==> config.mk <==
export PLATFORM = sky130hd
export DESIGN_NAME = line_median_filter
export DESIGN_NICKNAME = d
export VERILOG_FILES = /design/src/rtl/core/lmf_pkg.sv /design/src/rtl/core/lmf_cell.sv /design/src/rtl/core/lmf_median.sv /design/src/rtl/core/lmf_queue.sv /design/src/rtl/core/line_median_filter.sv
export SDC_FILE = /design/constraint.sdc
export NUM_CORES = 1
export LEC_CHECK = 0
export BUFFER_PORTS_ARGS = -buffer_cell sky130_fd_sc_hd__buf_2
export CELL_PAD_IN_SITES_DETAIL_PLACEMENT = 1
export CELL_PAD_IN_SITES_GLOBAL_PLACEMENT = 1
export CORE_UTILIZATION = 40
export DETAILED_ROUTE_END_ITERATION = 10
export PLACE_DENSITY_LB_ADDON = 0.1
export SLEW_MARGIN = 20
export SYNTH_ARGS = -nofsm -noshare
export SYNTH_HDL_FRONTEND = slang
export SYNTH_SLANG_ARGS = --single-unit
==> constraint.sdc <==
create_clock -name clk -period 13.6 [get_ports clk]
set_input_delay 0.68 -clock clk [delete_from_list [all_inputs] [get_ports clk]]
set_output_delay 0.68 -clock clk [all_outputs]
set_load 0.03 [all_outputs]
==> src/rtl/core/lmf_pkg.sv <==
`timescale 1ns / 1ps
// ----------------------------------------------------------------------------
// lmf_pkg
// Shared types and constants of the line median filter: the result entry
// held in the output queue, queue sizing and the register map.
// ----------------------------------------------------------------------------
package lmf_pkg;

  localparam int PIX_W       = 8;
  localparam int INDEX_W     = 7;
  localparam int WIN_DEPTH   = 5;
  localparam int MAX_RESULTS = 3;
  localparam int QUEUE_DEPTH = 8;
  localparam int QPTR_W      = $clog2(QUEUE_DEPTH);
  localparam int QCNT_W      = $clog2(QUEUE_DEPTH + 1);

  // Word index of the window mode configuration register.
  localparam logic REG_WINDOW_MODE = 1'b0;

  typedef struct packed {
    logic [PIX_W-1:0]   pixel;
    logic [INDEX_W-1:0] index;
    logic               line_end;
    logic               run_last;
  } entry_t;

endpackage

==> src/rtl/core/lmf_cell.sv <==
`timescale 1ns / 1ps
// ----------------------------------------------------------------------------
// lmf_cell
// One tap of the pixel window. Takes its neighbor's pixel on every shift.
// ----------------------------------------------------------------------------
module lmf_cell (
  input  logic                  clk,
  input  logic                  rst,
  input  logic                  shift,
  input  logic [lmf_pkg::PIX_W-1:0] d,
  output logic [lmf_pkg::PIX_W-1:0] q
);
  import lmf_pkg::*;

  always_ff @(posedge clk) begin
    if (rst) begin
      q <= '0;
    end else if (shift) begin
      q <= d;
    end
  end

endmodule

==> src/rtl/core/lmf_median.sv <==
`timescale 1ns / 1ps
// ----------------------------------------------------------------------------
// lmf_median
// Median of the newest three or five window taps by rank selection: every
// tap counts the taps below and equal to it, and the tap whose rank range
// covers the middle position is chosen.
// ----------------------------------------------------------------------------
module lmf_median (
  input  logic                                    wide,
  input  logic [lmf_pkg::WIN_DEPTH-1:0][lmf_pkg::PIX_W-1:0] win,
  output logic [lmf_pkg::PIX_W-1:0]               median
);
  import lmf_pkg::*;

  always_comb begin
    logic [2:0] less;
    logic [2:0] equal;
    logic [2:0] mid;
    int         n;
    n      = wide ? 5 : 3;
    mid    = wide ? 3'd2 : 3'd1;
    median = win[0];
    // Walk down so the lowest qualifying tap wins.
    for (int k = WIN_DEPTH - 1; k >= 0; k--) begin
      less  = '0;
      equal = '0;
      for (int m = 0; m < WIN_DEPTH; m++) begin
        if (m < n) begin
          if (win[m] < win[k]) begin
            less = less + 3'd1;
          end else if (win[m] == win[k]) begin
            equal = equal + 3'd1;
          end
        end
      end
      if (k < n && less <= mid && mid < less + equal) begin
        median = win[k];
      end
    end
  end

endmodule

==> src/rtl/core/lmf_queue.sv <==
`timescale 1ns / 1ps
// ----------------------------------------------------------------------------
// lmf_queue
// Output queue of result entries. Takes up to three entries per cycle in
// order and hands out one per transfer from its head.
// ----------------------------------------------------------------------------
module lmf_queue (
  input  logic                                        clk,
  input  logic                                        rst,
  input  logic [1:0]                                  push_n,
  input  lmf_pkg::entry_t [lmf_pkg::MAX_RESULTS-1:0]  push_data,
  input  logic                                        pop,
  output lmf_pkg::entry_t                             head,
  output logic                                        not_empty,
  output logic [lmf_pkg::QCNT_W-1:0]                  count
);
  import lmf_pkg::*;

  entry_t            mem [QUEUE_DEPTH];
  logic [QPTR_W-1:0] wr_ptr;
  logic [QPTR_W-1:0] rd_ptr;

  always_ff @(posedge clk) begin
    for (int i = 0; i < MAX_RESULTS; i++) begin
      if (2'(i) < push_n) begin
        mem[wr_ptr + QPTR_W'(i)] <= push_data[i];
      end
    end
  end

  always_ff @(posedge clk) begin
    if (rst) begin
      wr_ptr <= '0;
      rd_ptr <= '0;
      count  <= '0;
    end else begin
      wr_ptr <= wr_ptr + QPTR_W'(push_n);
      if (pop) begin
        rd_ptr <= rd_ptr + 1'b1;
      end
      count <= count + QCNT_W'(push_n) - QCNT_W'(pop);
    end
  end

  assign head      = mem[rd_ptr];
  assign not_empty = (count != '0);

endmodule

==> src/rtl/core/line_median_filter.sv <==
`timescale 1ns / 1ps
// ----------------------------------------------------------------------------
// line_median_filter
// Sliding-window median filter for a line sensor: a chain of five pixel
// cells, a rank-selection median unit and an output queue.
// ----------------------------------------------------------------------------
// The block takes one 8-bit pixel per transfer, LINE_PIXELS pixels to a
// line, and can accept a pixel in every clock cycle with pixel_ready high.
// Each pixel comes back replaced by the median of the three- or five-pixel
// window centred on it; the first and last one (three-pixel) or two
// (five-pixel) pixels of a line come back raw. The window size is taken
// from window_mode when the first pixel of a line is accepted and holds
// for that whole line. A result leaves half a window behind its input,
// and the last pixel of a line flushes the rest, so that pixel causes two
// or three result transfers; run_last marks the final result caused by
// each input pixel and line_end the last pixel of each line. When the
// pixel that completes a window is accepted, the cells and the median-stage
// registers take it, the median is formed combinationally from the cells,
// and the result is written into the eight-entry output queue, from whose
// head it can leave. The output side moves one result per cycle while
// result_ready is high; pixel_ready drops only while the queue, counting
// the pixel still in the median stage, has no room for three more results,
// which happens when the output side stalls. The window is not carried
// across lines: the position counter returns to zero after the last pixel
// and the taps of the old line are never read for the next one.
// ----------------------------------------------------------------------------
module line_median_filter #(
  parameter int LINE_PIXELS = 128
) (
  input  logic                          clk,
  input  logic                          rst,
  // pixel input channel
  input  logic                          pixel_valid,
  output logic                          pixel_ready,
  input  logic [lmf_pkg::PIX_W-1:0]     pixel_in,
  // result channel
  output logic                          result_valid,
  input  logic                          result_ready,
  output logic [lmf_pkg::PIX_W-1:0]     pixel_out,
  output logic [lmf_pkg::INDEX_W-1:0]   pixel_index,
  output logic                          line_end,
  output logic                          run_last,
  // configuration port
  input  logic                          psel,
  input  logic                          penable,
  input  logic                          pwrite,
  input  logic [2:0]                    paddr,
  input  logic [31:0]                   pwdata,
  output logic [31:0]                   prdata,
  output logic                          pready
);
  import lmf_pkg::*;

  localparam int POS_W = $clog2(LINE_PIXELS);
  localparam logic [POS_W-1:0] LAST_POS = POS_W'(LINE_PIXELS - 1);

  // --------------------------------------------------------------------------
  // Configuration register. Only the word index is decoded.
  // --------------------------------------------------------------------------
  logic window_mode;
  logic cfg_write;

  assign pready    = 1'b1;
  assign cfg_write = psel && penable && pwrite && pready;

  always_ff @(posedge clk) begin
    if (rst) begin
      window_mode <= 1'b0;
    end else if (cfg_write && paddr[2] == REG_WINDOW_MODE) begin
      window_mode <= pwdata[0];
    end
  end

  assign prdata = (paddr[2] == REG_WINDOW_MODE) ? {31'd0, window_mode} : 32'd0;

  // --------------------------------------------------------------------------
  // Input side: line position, the window size of the current line, and the
  // cell chain. Cell 0 holds the newest pixel once the transfer is taken.
  // --------------------------------------------------------------------------
  logic             pixel_take;
  logic [POS_W-1:0] line_pos;
  logic             active_mode;
  logic             item_mode;

  assign pixel_take = pixel_valid && pixel_ready;
  assign item_mode  = (line_pos == '0) ? window_mode : active_mode;

  always_ff @(posedge clk) begin
    if (rst) begin
      line_pos    <= '0;
      active_mode <= 1'b0;
    end else if (pixel_take) begin
      active_mode <= item_mode;
      if (line_pos == LAST_POS) begin
        line_pos <= '0;
      end else begin
        line_pos <= line_pos + 1'b1;
      end
    end
  end

  logic [WIN_DEPTH-1:0][PIX_W-1:0] win;

  for (genvar i = 0; i < WIN_DEPTH; i++) begin : g_cell
    lmf_cell u_cell (
      .clk   (clk),
      .rst   (rst),
      .shift (pixel_take),
      .d     ((i == 0) ? pixel_in : win[(i == 0) ? 0 : i - 1]),
      .q     (win[i])
    );
  end

  // --------------------------------------------------------------------------
  // Median stage. It works on the pixel taken in the previous cycle, while
  // the cells still hold the window that pixel completed.
  // --------------------------------------------------------------------------
  logic             st_valid;
  logic [POS_W-1:0] st_pos;
  logic             st_mode;
  logic             st_done;

  always_ff @(posedge clk) begin
    if (rst) begin
      st_valid <= 1'b0;
    end else begin
      st_valid <= pixel_take;
    end
  end

  always_ff @(posedge clk) begin
    if (pixel_take) begin
      st_pos  <= line_pos;
      st_mode <= item_mode;
      st_done <= (line_pos == LAST_POS);
    end
  end

  logic [PIX_W-1:0] median;

  lmf_median u_median (
    .wide   (st_mode),
    .win    (win),
    .median (median)
  );

  logic [POS_W-1:0] half;
  logic [POS_W-1:0] centre;
  logic             has_centre;
  logic [1:0]       st_n;
  entry_t [MAX_RESULTS-1:0] res;

  assign half       = st_mode ? POS_W'(2) : POS_W'(1);
  assign centre     = st_pos - half;
  assign has_centre = (st_pos >= half);

  always_comb begin
    res = '0;
    // Centre pixel of the window: raw near the line start, median otherwise.
    res[0].pixel    = (centre < half) ? win[half[2:0]] : median;
    res[0].index    = INDEX_W'(centre);
    res[0].line_end = 1'b0;
    res[0].run_last = !st_done;
    // End of line: flush the pixels still held back.
    if (st_mode) begin
      res[1].pixel    = win[1];
      res[1].index    = INDEX_W'(st_pos - 1'b1);
      res[1].line_end = 1'b0;
      res[1].run_last = 1'b0;
      res[2].pixel    = win[0];
      res[2].index    = INDEX_W'(st_pos);
      res[2].line_end = 1'b1;
      res[2].run_last = 1'b1;
    end else begin
      res[1].pixel    = win[0];
      res[1].index    = INDEX_W'(st_pos);
      res[1].line_end = 1'b1;
      res[1].run_last = 1'b1;
    end
  end

  always_comb begin
    if (!st_valid) begin
      st_n = 2'd0;
    end else if (st_done) begin
      st_n = st_mode ? 2'd3 : 2'd2;
    end else begin
      st_n = has_centre ? 2'd1 : 2'd0;
    end
  end

  // --------------------------------------------------------------------------
  // Output queue. A pixel is taken only if the queue has room for the
  // results of the pixel in the median stage plus three more results.
  // --------------------------------------------------------------------------
  entry_t            head;
  logic              q_not_empty;
  logic [QCNT_W-1:0] q_count;
  logic              result_take;

  assign result_take = result_valid && result_ready;

  lmf_queue u_queue (
    .clk       (clk),
    .rst       (rst),
    .push_n    (st_n),
    .push_data (res),
    .pop       (result_take),
    .head      (head),
    .not_empty (q_not_empty),
    .count     (q_count)
  );

  assign pixel_ready  = (q_count + QCNT_W'(st_n)) <= QCNT_W'(QUEUE_DEPTH - MAX_RESULTS);
  assign result_valid = q_not_empty;
  assign pixel_out    = head.pixel;
  assign pixel_index  = head.index;
  assign line_end     = head.line_end;
  assign run_last     = head.run_last;

  // --------------------------------------------------------------------------
  // Assertions
  // --------------------------------------------------------------------------
  a_queue_bound: assert property (@(posedge clk) disable iff (rst)
    q_count <= QCNT_W'(QUEUE_DEPTH))
    else $error("output queue count exceeds its depth");

  a_pos_bound: assert property (@(posedge clk) disable iff (rst)
    line_pos <= LAST_POS)
    else $error("line position beyond the last pixel");

  a_flush_follows: assert property (@(posedge clk) disable iff (rst)
    (pixel_take && line_pos == LAST_POS) |=> (st_valid && st_done && st_n >= 2'd2))
    else $error("last pixel of a line did not start a flush");

  a_line_end_last: assert property (@(posedge clk) disable iff (rst)
    (result_valid && line_end) |-> run_last)
    else $error("line end result not marked as final of its run");

endmodule

Yosys cells after proc, flatten, opt, wreduce, memory -nomap -nowiden
Memories as Yosys holds them, arrays and structs flattened. A register that Yosys moved wholly into a read port is not among the register bits.
Cells that the tools add are included.

storage, ports and cells
  latch bits = 0
  memories = 1
  input port bits = 50
  memory bits (read-only) = 0
  memory bits (writable) = 136
  output and inout port bits = 52
  register bits after elaboration = 69
  logic and storage cells = 305

memory list
  name         depth  width  rd ports  clocked after Yosys merged registers in  wr ports  line             text
  u_queue.mem  8      17     1         1                                        3         lmf_queue.sv:19  entry_t mem [QUEUE_DEPTH];

cells by class
  multiply operators = 0
  shift-type cells = 0
  div/mod/pow operators = 0
  add/sub/neg operators = 54
  $lt $le $gt $ge = 47
  equal/unequal tests = 21
  bitwise logic cells = 1
  muxes and demuxes = 148
  reductions and logical operators = 18

operators with widths
  operator                                            number
  2-to-1 mux 3 bit                                    112
  < comparator 8 bit                                  25
  == test 8 bit                                       20
  adder 3 x 1 -> 3 bit, second input constant         41
  < comparator 3 x 32 -> 1 bit, first input constant  2
  2-to-1 mux 8 bit                                    7
  2-to-1 mux 17 bit                                   2
  < comparator 1 x 32 -> 1 bit, first input constant  1
  < comparator 2 x 32 -> 1 bit, first input constant  1
  < comparator 4 x 32 -> 1 bit, first input constant  1
  binary-select mux 8 bit (select 3 bit)              1
  2-to-1 mux 1 bit                                    21
  adder 3 bit                                         5
  <= comparator 3 bit                                 5
  logical AND 1 bit                                   15
  < comparator 3 bit                                  5
  2-to-1 mux 2 bit                                    4
  adder 7 x 1 -> 7 bit, second input constant         1
  == test 7 bit, second input constant                1
  >= comparator 7 x 2 -> 1 bit                        1
  zero test 7 bit                                     1
  < comparator 7 x 2 -> 1 bit                         1
  2-to-1 mux 7 bit                                    1
  subtractor 7 x 1 -> 7 bit, second input constant    1
  other kinds (13)                                    14

Depth between registers and ports, before layout
Gate-level depths: netlist of the first run.

  depth in word-level cells = 28
  gate-level depth with buffers = 28
  mapped depth without buffers = 28

Cells and area by module
A second synthesis of the first run with hierarchy kept.

unflattened totals
  cell total of the unflattened synthesis = 1958
  area total of the unflattened synthesis = 17750.8 um^2

modules (own cells, without submodules)
  module              instances  sequential area each (um^2)  area each (um^2)  cells an instance
  lmf_queue           1          4344.2                       9848.2            1033
  lmf_median          1          0.0                          4545.6            585
  line_median_filter  1          470.5                        1930.6            210
  lmf_cell            5          160.2                        285.3             26

Worst setup path before layout of the first run
Ideal clock, no wire load.

  kind = flip-flop to flip-flop
  start = reg g_cell[0].u_cell.q[7] (netlist name)
  end = mem u_queue.mem[0][10] (netlist name) (data pin)
  slack = 7762 ps
  cell stages (with the launch flop) = 26
  setup time = 269 ps
  required time = 13331 ps
  path buffers = 1
  period minus slack after synthesis = 5838 ps
  arrival time = 5569 ps
  cell sequence = dfxtp_1 inv_1 ha_1 nand4_1 or2_2 inv_1 ha_1 mux2_2 ha_1 mux2_2 ha_1 inv_1 a21oi_1 ha_1 o21ai_0 a21o_1 fa_1 ha_1 a21oi_1 and3b_1 mux2i_1 o2111a_1 clkbuf_1 nand2_1 a311oi_4 o21ai_1

RTL lines
  element                 line             text
  from (decl)             lmf_cell.sv:11   output logic [lmf_pkg::PIX_W-1:0] q
  from (signal assigned)  lmf_cell.sv:17   q <= '0;
  from (signal assigned)  lmf_cell.sv:19   q <= d;
  to (decl)               lmf_queue.sv:19

==> results of run 1 <==
## worst register-to-register path, stage by stage, from the launching register on
cell and delay, ns:
dfxtp_1 0.79, inv_1 0.31, ha_1 0.40, nand4_1 0.16
or2_2 0.38, inv_1 0.13, ha_1 0.25, mux2_2 0.28
ha_1 0.26, mux2_2 0.29, ha_1 0.30, inv_1 0.07
a21oi_1 0.07, ha_1 0.32, o21ai_0 0.16, a21o_1 0.16
fa_1 0.43, ha_1 0.28, a21oi_1 0.15, and3b_1 0.19
mux2i_1 0.19, o2111a_1 0.70, nand2_1 0.23, a311oi_4 0.61
o21ai_1 0.17
## state kept, by name, summed over array words and instances (netlist names), 3 cells and up, named ones only
signal / count
line_pos: 7
u_queue.count: 4
g_cell.u_cell.q: 40
u_queue.mem: 136
u_queue.wr_ptr: 3
u_queue.rd_ptr: 3
st_pos: 7
## cells in the mapped netlist (all sizes together) (10+ instances only)
cell type | instances | area share (%)
xor2 | 24 | 1.3
edfxtp | 145 | 27
nand4 | 23 | 0.91
clkbuf | 82 | 1.9
mux4 | 34 | 4.8
o221a | 10 | 0.71
o21ai | 143 | 4.5
xnor2 | 35 | 1.9
o22ai | 18 | 0.71
a221oi | 22 | 1.2
buf | 54 | 2.2
mux2 | 33 | 2.3
mux2i | 12 | 0.76
o211a | 10 | 0.63
a22oi | 76 | 3.6
dfxtp | 63 | 8.0
a21oi | 106 | 3.3
nand2 | 264 | 6.3
a311oi | 12 | 1.6
nor3 | 34 | 1.1
or3 | 10 | 0.40
o31ai | 11 | 0.55
o211ai | 15 | 0.77
nor2 | 101 | 2.4
nor2b | 18 | 0.71
nand3 | 19 | 0.60
inv | 84 | 2.0
ha | 138 | 11
## area by class of cell
cell class	instances	area share [%]
Clock buffer	34	3.98
Sequential cell	208	32.6
Timing Repair Buffer	74	2.70
Tap cell	518	3.76
Multi-Input combinational cell	1315	54.6
Clock inverter	12	0.609
Inverter	84	1.83
## layer usage
metal / global-route usage, % / vias up
met3: 2.39 / 106
met4: 9.84 / 0
met5: 0 / -
met2: 47.1 / 387
met1: 34.1 / 6708
li1: - / 6256
## stage by stage
stage                     std cells  area, sq um  util (%)  setup slack, ns  hold slack [ns]
after floorplan                1743        15900         -             7.76            0.433
after global placement         2199        16500      42.4             6.29            0.439
after detailed placement       2199        16500      42.4             6.05            0.455
after CTS                      2245        17200      44.4             6.03            0.344
after global routing           2245        17200      44.4             5.71            0.377
final                          2245        17200      44.4             6.05            0.360
## cell families after synthesis
kind of cell	synth area share, %
adders and majority gates	11.9
buffers and inverters	6.11
muxes	7.94
xor gates and xnor gates	3.26
AOI/OAI and AO/OA	21.1
DFF	35.5
and+or+nand+nor	14.2
other	0.0474
## how the worst max path moves through the flow
stage | to | slack (ns) | depth (start not counted)
2_1_floorplan | u_queue.mem[0][10] | 7.76 | 25
3_3_place_gp | u_queue.mem[4][10] | 6.29 | 24
3_5_place_dp | u_queue.mem[2][11] | 6.05 | 24
4_1_cts | u_queue.mem[2][11] | 6.03 | 24
5_1_grt | u_queue.mem[2][11] | 5.71 | 24
6_report | u_queue.mem[2][11] | 6.05 | 24
==> impl_metrics.json, run 1 <==
{
  "synth_seq_cells": 208,
  "via_count": 13457,
  "rr_worst_depth": 24,
  "overflow": 0,
  "max_cap_viol_count": 0,
  "clockRootBuffer": "clkbuf_16",
  "io_pins": 102,
  "grt_pass1_vias": 14112,
  "r2r-end": "u_queue.mem[2][11]",
  "dp_hpwl_um": 38500,
  "regArea_sq_um": 5620,
  "gp_congestion": 0.889,
  "worstHoldStart": "pwdata[0]",
  "via_per_inst": 5.99,
  "postCtsResizedCells": 0,
  "track_usage_pct": 26.8,
  "post_cts.repair.setup_buffers": 0,
  "r2r_start": "g_cell[0].u_cell.q[7]",
  "antenna_left": 0,
  "cpLargestDelayFamily": "adder cells",
  "hold_depth": 3,
  "cts_tree": "done",
  "start_kind": "register",
  "syn_area_per_cell_sq_um": 9.24,
  "cp_num_buf_inv": 3,
  "rsz0062_at_grt": "false",
  "multi_input_area_sq_um": 9410,
  "cp_cell_sequence": "inv_1 > ha_1 > nand4_1 > or2_2 > inv_1 > ha_1 > mux2_2 > ha_1 > mux2_2 > ha_1 > inv_1 > a21oi_1 > ha_1 > o21ai_0 > a21o_1 > fa_1 > ha_1 > a21oi_1 > and3b_1 > mux2i_1 > o2111a_1 > nand2_1 > a311oi_4 > o21ai_1",
  "firstDrtPassIters": 6,
  "synth-main-ff-cell": "edfxtp_1",
  "cp.arrival_ns": 7.81,
  "clk_pin_slew_ns": 0.06,
  "routed.top_layer": "met4",
  "synth_area_sq_um": 15800,
  "crit_top_cell": "ha_1",
  "drive_gt1_share_pct": 13.3,
  "setup_viol": 0,
  "io_buffers": 36,
  "period_minus_slack_ns": 7.55,
  "tightest_slew_ns": 1.08,
  "startpoint": "g_cell[0].u_cell.q[7]",
  "mostFrequentLayoutCells": "263 x nand2_1, 145 x edfxtp_1, 138 x ha_1",
  "dr_wl_met2_um": 27000,
  "synth_edf_count": 145,
  "status": "finished, final reports clean",
  "final_common_cell": "nand2_1",
  "slew_viol_final": 0,
  "synth_cells": 1713,
  "post-route-drc-count": 0,
  "routed_wl_um": 54300,
  "cts.sinks": 208,
  "critical-path-slowest-cell": "dfxtp_1",
  "syn_to_final_growth_pct": 8.92,
  "clockBufferDepth": 3,
  "criticalPathCategory": "register to register",
  "whs_endpoint": "window_mode",
  "skew_ns": 0.0242,
  "wl_met3_um": 2520,
  "core-area_sq_um": 38800,
  "n_antenna_cell": 0,
  "max_stage_delay_ns": 0.79,
  "clk_latency_ns": 0.55,
  "die_area_sq_um": 40400,
  "crit_path_end_kind": "register",
  "hold_path_class": "primary input to register",
  "cts_made_buffers": 25,
  "fmax_mhz": 132,
  "nFillCells": 4479,
  "antenna_found_initial": 0,
  "synth_seq_area_share_pct": 35.5,
  "die_w_um": 201,
  "grt_max_degree": 63,
  "wl_per_cell_um": 24.2,
  "finalCritPeriodShare_pct": 55.5,
  "crit_fanout": 16,
  "max_slew_margin_pct": 27.7,
  "drtIter0Drc": 767,
  "die_h_um": 201,
  "final.setup.tns_ns": 0,
  "row_count": 72,
  "yosysWarnings": 0,
  "finalHoldViolCount": 0,
  "synth_cell_types": 76,
  "holdBufCountCts": 0,
  "nets": 1904,
  "wl_met1_um": 23100,
  "async_reset_ff_share_pct": 0,
  "initial_core_util_pct": 40.8,
  "cts_max_level": 1,
  "worstPathRequired_ns": 13.86,
  "grt_pass1_wl_um": 83700,
  "regToRegSetupSlack_ns": 6.05
}
Power of run 1 is left out: the tool's default activity adds up to more than one toggle a clock period on the data nets, which glitch-free logic cannot reach.
==> run 2: changes to the inputs <==
==> constraint.sdc (replaced) <==
create_clock -name clk -period 7.8 [get_ports clk]
set_input_delay 0.39 -clock clk [delete_from_list [all_inputs] [get_ports clk]]
set_output_delay 0.39 -clock clk [all_outputs]
set_load 0.03 [all_outputs]
==> impl_metrics.json, run 2 (synthesis results as in run 1) <==
{
  "track_usage_pct": 27.7,
  "postCtsResizedCells": 0,
  "setup_viol": 0,
  "antenna_found_initial": 0,
  "cts_made_buffers": 24,
  "grt_pass1_wl_um": 85900,
  "nets": 1915,
  "crit_path_end_kind": "register",
  "cts_tree": "done",
  "clockRootBuffer": "clkbuf_16",
  "largest_reg_flops": 136,
  "max_slew_margin_pct": 23.2,
  "die_area_sq_um": 40400,
  "dp_hpwl_um": 39200,
  "max_stage_delay_ns": 0.59,
  "post-route-drc-count": 0,
  "grt_pass1_vias": 14155,
  "clk_latency_ns": 0.53,
  "overflow": 0,
  "crit_fanout": 9,
  "crit_top_cell": "ha_1",
  "slew_viol_final": 0,
  "routed_wl_um": 56000,
  "final_common_cell": "nand2_1",
  "initial_core_util_pct": 40.8,
  "post_cts.repair.setup_buffers": 0,
  "gp_congestion": 0.875,
  "hold_slack_ns": 0.0948,
  "n_antenna_cell": 0,
  "finalHoldViolCount": 0,
  "drive_gt1_share_pct": 13.8,
  "holdBufCountCts": 0,
  "cts_max_level": 1,
  "tightest_slew_ns": 1.15,
  "core-area_sq_um": 38800,
  "max_cap_viol_count": 0,
  "io_pins": 102,
  "start_kind": "register",
  "drtIter0Drc": 1191,
  "clk_pin_slew_ns": 0.06,
  "fmax_mhz": 141,
  "mostFrequentLayoutCells": "263 x nand2_1, 145 x edfxtp_1, 138 x ha_1",
  "wl_per_cell_um": 24.8,
  "regMostFlops": "u_queue.mem",
  "critical-path-slowest-cell": "dfxtp_1",
  "worstPathRequired_ns": 8.04,
  "grt_max_degree": 60,
  "via_count": 13738,
  "criticalPathCategory": "register to register",
  "status": "finished, final reports clean",
  "die_h_um": 201,
  "cts.sinks": 208,
  "fin_cells": 2254,
  "die_w_um": 201,
  "via_per_inst": 6.09,
  "place_inst": 2211,
  "io_buffers": 36,
  "hold_path_class": "primary input to register",
  "antenna_left": 0,
  "period_minus_slack_ns": 7.07,
  "rsz0062_at_grt": "false",
  "top_regs": "u_queue.mem (136), g_cell.u_cell.q (40)",
  "firstDrtPassIters": 6,
  "skew_ns": 0.00897,
  "final.setup.tns_ns": 0,
  "syn_to_final_growth_pct": 9.57,
  "cp.arrival_ns": 7.32,
  "row_count": 72,
  "finalCritPeriodShare_pct": 90.7,
  "clockBufferDepth": 3
}
-- run 2: cell types whose count changed in the layout (fill, tap and decap cells not counted), moves of 2 or more --
cell	previous run	this run
clkinvlp_4	3	0
clkbuf_4	2	0
o21ai_4	0	2
o21ai_2	4	2
buf_4	38	50
clkinv_1	1	3
clkbuf_1	5	2
-- run 2: area by class of cell --
| class | instances | area, sq um |
|---|---|---|
| sequential | 208 | 5620 |
| timing repair buffer | 86 | 556 |
| fill | 4424 | 21500 |
| tap | 518 | 648 |
| multi-input combinational | 1315 | 9420 |
| inverter | 84 | 315 |
| clock inverter | 11 | 87.6 |
| clock buffer | 32 | 704 |
-- run 2: worst paths after layout --
path	start	endpoint	slack (ns)	depth (start not counted)
worst min-delay path	pwdata[0]	window_mode	0.09	3
worst min register to register	active_mode	active_mode	0.46	2
worst max register to register	g_cell[1].u_cell.q[1]	u_queue.mem[4][15]	0.73	28
worst max-delay path	g_cell[1].u_cell.q[1]	u_queue.mem[4][15]	0.73	28
-- run 2: metal layers --
layer / vias to the layer above / GRT usage (%) / routed length, um / share of wire, %
met1: 6823 / 35.7 / 23600 / 42
li1: 6270 / - / - / -
met3: 139 / 2.42 / 3000 / 5.4
met5: - / 0 / 0 / 0
met2: 506 / 47.5 / 27100 / 48
met4: 0 / 11.6 / 2340 / 4.2
-- run 2: through the flow --
stage	setup WS, ns	instance area (sq um)	utilization, %
4_1_cts	0.779	17300	44.7
5_1_grt	0.249	17400	44.7
3_3_place_gp	0.900	16600	42.6
3_5_place_dp	0.797	16600	42.6
6_report	0.726	17400	44.7
2_1_floorplan	1.96	15900	-
-- run 2: worst max-delay path, delay by kind of cell, from the launching register on --
kind / cells / cell delay (ns)
fa+ha+maj: 6 / 1.97
buf+inv: 2 / 0.17
mux: 1 / 0.27
simple gates: 4 / 0.48
compound gates: 15 / 3.31
flops: 1 / 0.59
Power of run 2 is left out for the same reason.
==> run 3: changes to the inputs <==
--- a/config.mk
+++ b/config.mk
@@ -10,6 +10,7 @@
 export CELL_PAD_IN_SITES_GLOBAL_PLACEMENT = 1
 export CORE_UTILIZATION = 40
 export DETAILED_ROUTE_END_ITERATION = 10
+export MAX_ROUTING_LAYER = met4
 export PLACE_DENSITY_LB_ADDON = 0.1
 export SLEW_MARGIN = 20
 export SYNTH_ARGS = -nofsm -noshare
==> impl_metrics.json, run 3 (synthesis results as in run 1) <==
{
  "setup_viol": 0,
  "drtIter0Drc": 1171,
  "clk_pin_slew_ns": 0.06,
  "final.setup.tns_ns": 0,
  "initial_core_util_pct": 40.8,
  "die_w_um": 201,
  "holdBufCountCts": 0,
  "clockRootBuffer": "clkbuf_16",
  "routed_wl_um": 56000,
  "criticalPathCategory": "register to register",
  "largest_reg_flops": 136,
  "post-route-util_pct": 44.7,
  "final_common_cell": "nand2_1",
  "antenna_found_initial": 0,
  "cpLargestDelayFamily": "compound AO/OA/AOI/OAI gates",
  "slew_viol_final": 0,
  "status": "finished, final reports clean",
  "fmax_mhz": 141,
  "max_cap_viol_count": 0,
  "cts_max_level": 1,
  "rsz0062_at_grt": "false",
  "via_per_inst": 6.05,
  "finalHoldViolCount": 0,
  "crit_path_end_kind": "register",
  "grt_pass1_vias": 14119,
  "n_antenna_cell": 0,
  "hold_depth": 3,
  "syn_to_final_growth_pct": 9.57,
  "worstHoldStart": "pwdata[0]",
  "cts_made_buffers": 24,
  "max_slew_margin_pct": 21.0,
  "gp_congestion": 0.890,
  "tightest_slew_ns": 1.18,
  "postCtsResizedCells": 0,
  "grt_max_degree": 60,
  "r2r-end": "u_queue.mem[4][15]",
  "dp_hpwl_um": 39200,
  "mostFrequentLayoutCells": "263 x nand2_1, 145 x edfxtp_1, 138 x ha_1",
  "cts_tree": "done",
  "io_pins": 102,
  "rr_worst_depth": 28,
  "r2r_start": "g_cell[1].u_cell.q[1]",
  "via_count": 13643,
  "nets": 1915,
  "skew_ns": 0.00861,
  "cp_num_buf_inv": 2,
  "top_regs": "u_queue.mem (136), g_cell.u_cell.q (40)",
  "post-route-drc-count": 0,
  "firstDrtPassIters": 5,
  "regMostFlops": "u_queue.mem",
  "wl_per_cell_um": 24.8,
  "core-area_sq_um": 38800,
  "start_kind": "register",
  "crit_top_cell": "ha_1",
  "cp.arrival_ns": 7.32,
  "max_stage_delay_ns": 0.59,
  "grt_pass1_wl_um": 86000,
  "die_area_sq_um": 40400,
  "cts.sinks": 208,
  "post_cts.repair.setup_buffers": 0,
  "io_buffers": 36,
  "finalCritPeriodShare_pct": 90.8,
  "antenna_left": 0,
  "row_count": 72,
  "period_minus_slack_ns": 7.08,
  "die_h_um": 201,
  "worstPathRequired_ns": 8.04,
  "clockBufferDepth": 3,
  "critical-path-slowest-cell": "dfxtp_1",
  "drive_gt1_share_pct": 13.8,
  "regToRegSetupSlack_ns": 0.72,
  "overflow": 0,
  "whs_endpoint": "window_mode",
  "hold_path_class": "primary input to register",
  "track_usage_pct": 28.6,
  "crit_fanout": 9,
  "clk_latency_ns": 0.53
}
==> run 3: area by class of cell <==
| type | instances | area, sq um |
|---|---|---|
| Fill cell | 4424 | 21500 |
| Multi-Input combinational cell | 1315 | 9420 |
| Sequential cell | 208 | 5620 |
| Clock buffer | 32 | 704 |
| Tap cell | 518 | 648 |
| Timing Repair Buffer | 86 | 556 |
| Inverter | 84 | 315 |
| Clock inverter | 11 | 87.6 |
==> run 3: how the worst max path moves through the flow <==
| stage | endpoint | slack [ns] | depth (start not counted) | start |
|---|---|---|---|---|
| floorplan | u_queue.mem[0][10] | 1.96 | 25 | g_cell[0].u_cell.q[7] |
| global placement | u_queue.mem[2][16] | 0.90 | 21 | g_cell[1].u_cell.q[3] |
| detailed placement | u_queue.mem[4][16] | 0.80 | 21 | g_cell[1].u_cell.q[1] |
| CTS | u_queue.mem[4][16] | 0.78 | 21 | g_cell[1].u_cell.q[1] |
| global route | u_queue.mem[3][15] | 0.25 | 28 | g_cell[1].u_cell.q[1] |
| finish | u_queue.mem[4][15] | 0.72 | 28 | g_cell[1].u_cell.q[1] |
==> run 3: layer usage <==
layer / track usage [%] / up-vias / part of all wire [%]
met3: 2.24 / 139 / 4.7
met2: 47.6 / 462 / 49
met1: 35.8 / 6774 / 43
met4: 11.7 / 0 / 4.1
met5: - / - / 0
li1: - / 6268 / -
==> run 3: worst register-to-register path, delay by kind of cell, from the launching register on <==
family                     cells  cell delay, ns
AOI/OAI and AO/OA             15            3.30
adders and majority gates      6            1.98
buffers and inverters          2            0.17
DFF                            1            0.59
muxes                          1            0.27
and+or+nand+nor                4            0.47
==> run 3: per-stage QoR <==
stage | instances | cell area (sq um) | hold WS (ns) | setup WS, ns
2_1_floorplan | 1743 | 15900 | 0.433 | 1.96
6_report | 2254 | 17400 | 0.0962 | 0.716
5_1_grt | 2254 | 17400 | 0.0948 | 0.249
3_3_place_gp | 2211 | 16600 | 0.439 | 0.900
3_5_place_dp | 2211 | 16600 | 0.459 | 0.797
4_1_cts | 2254 | 17300 | 0.0722 | 0.779
Power of run 3 is left out for the same reason.
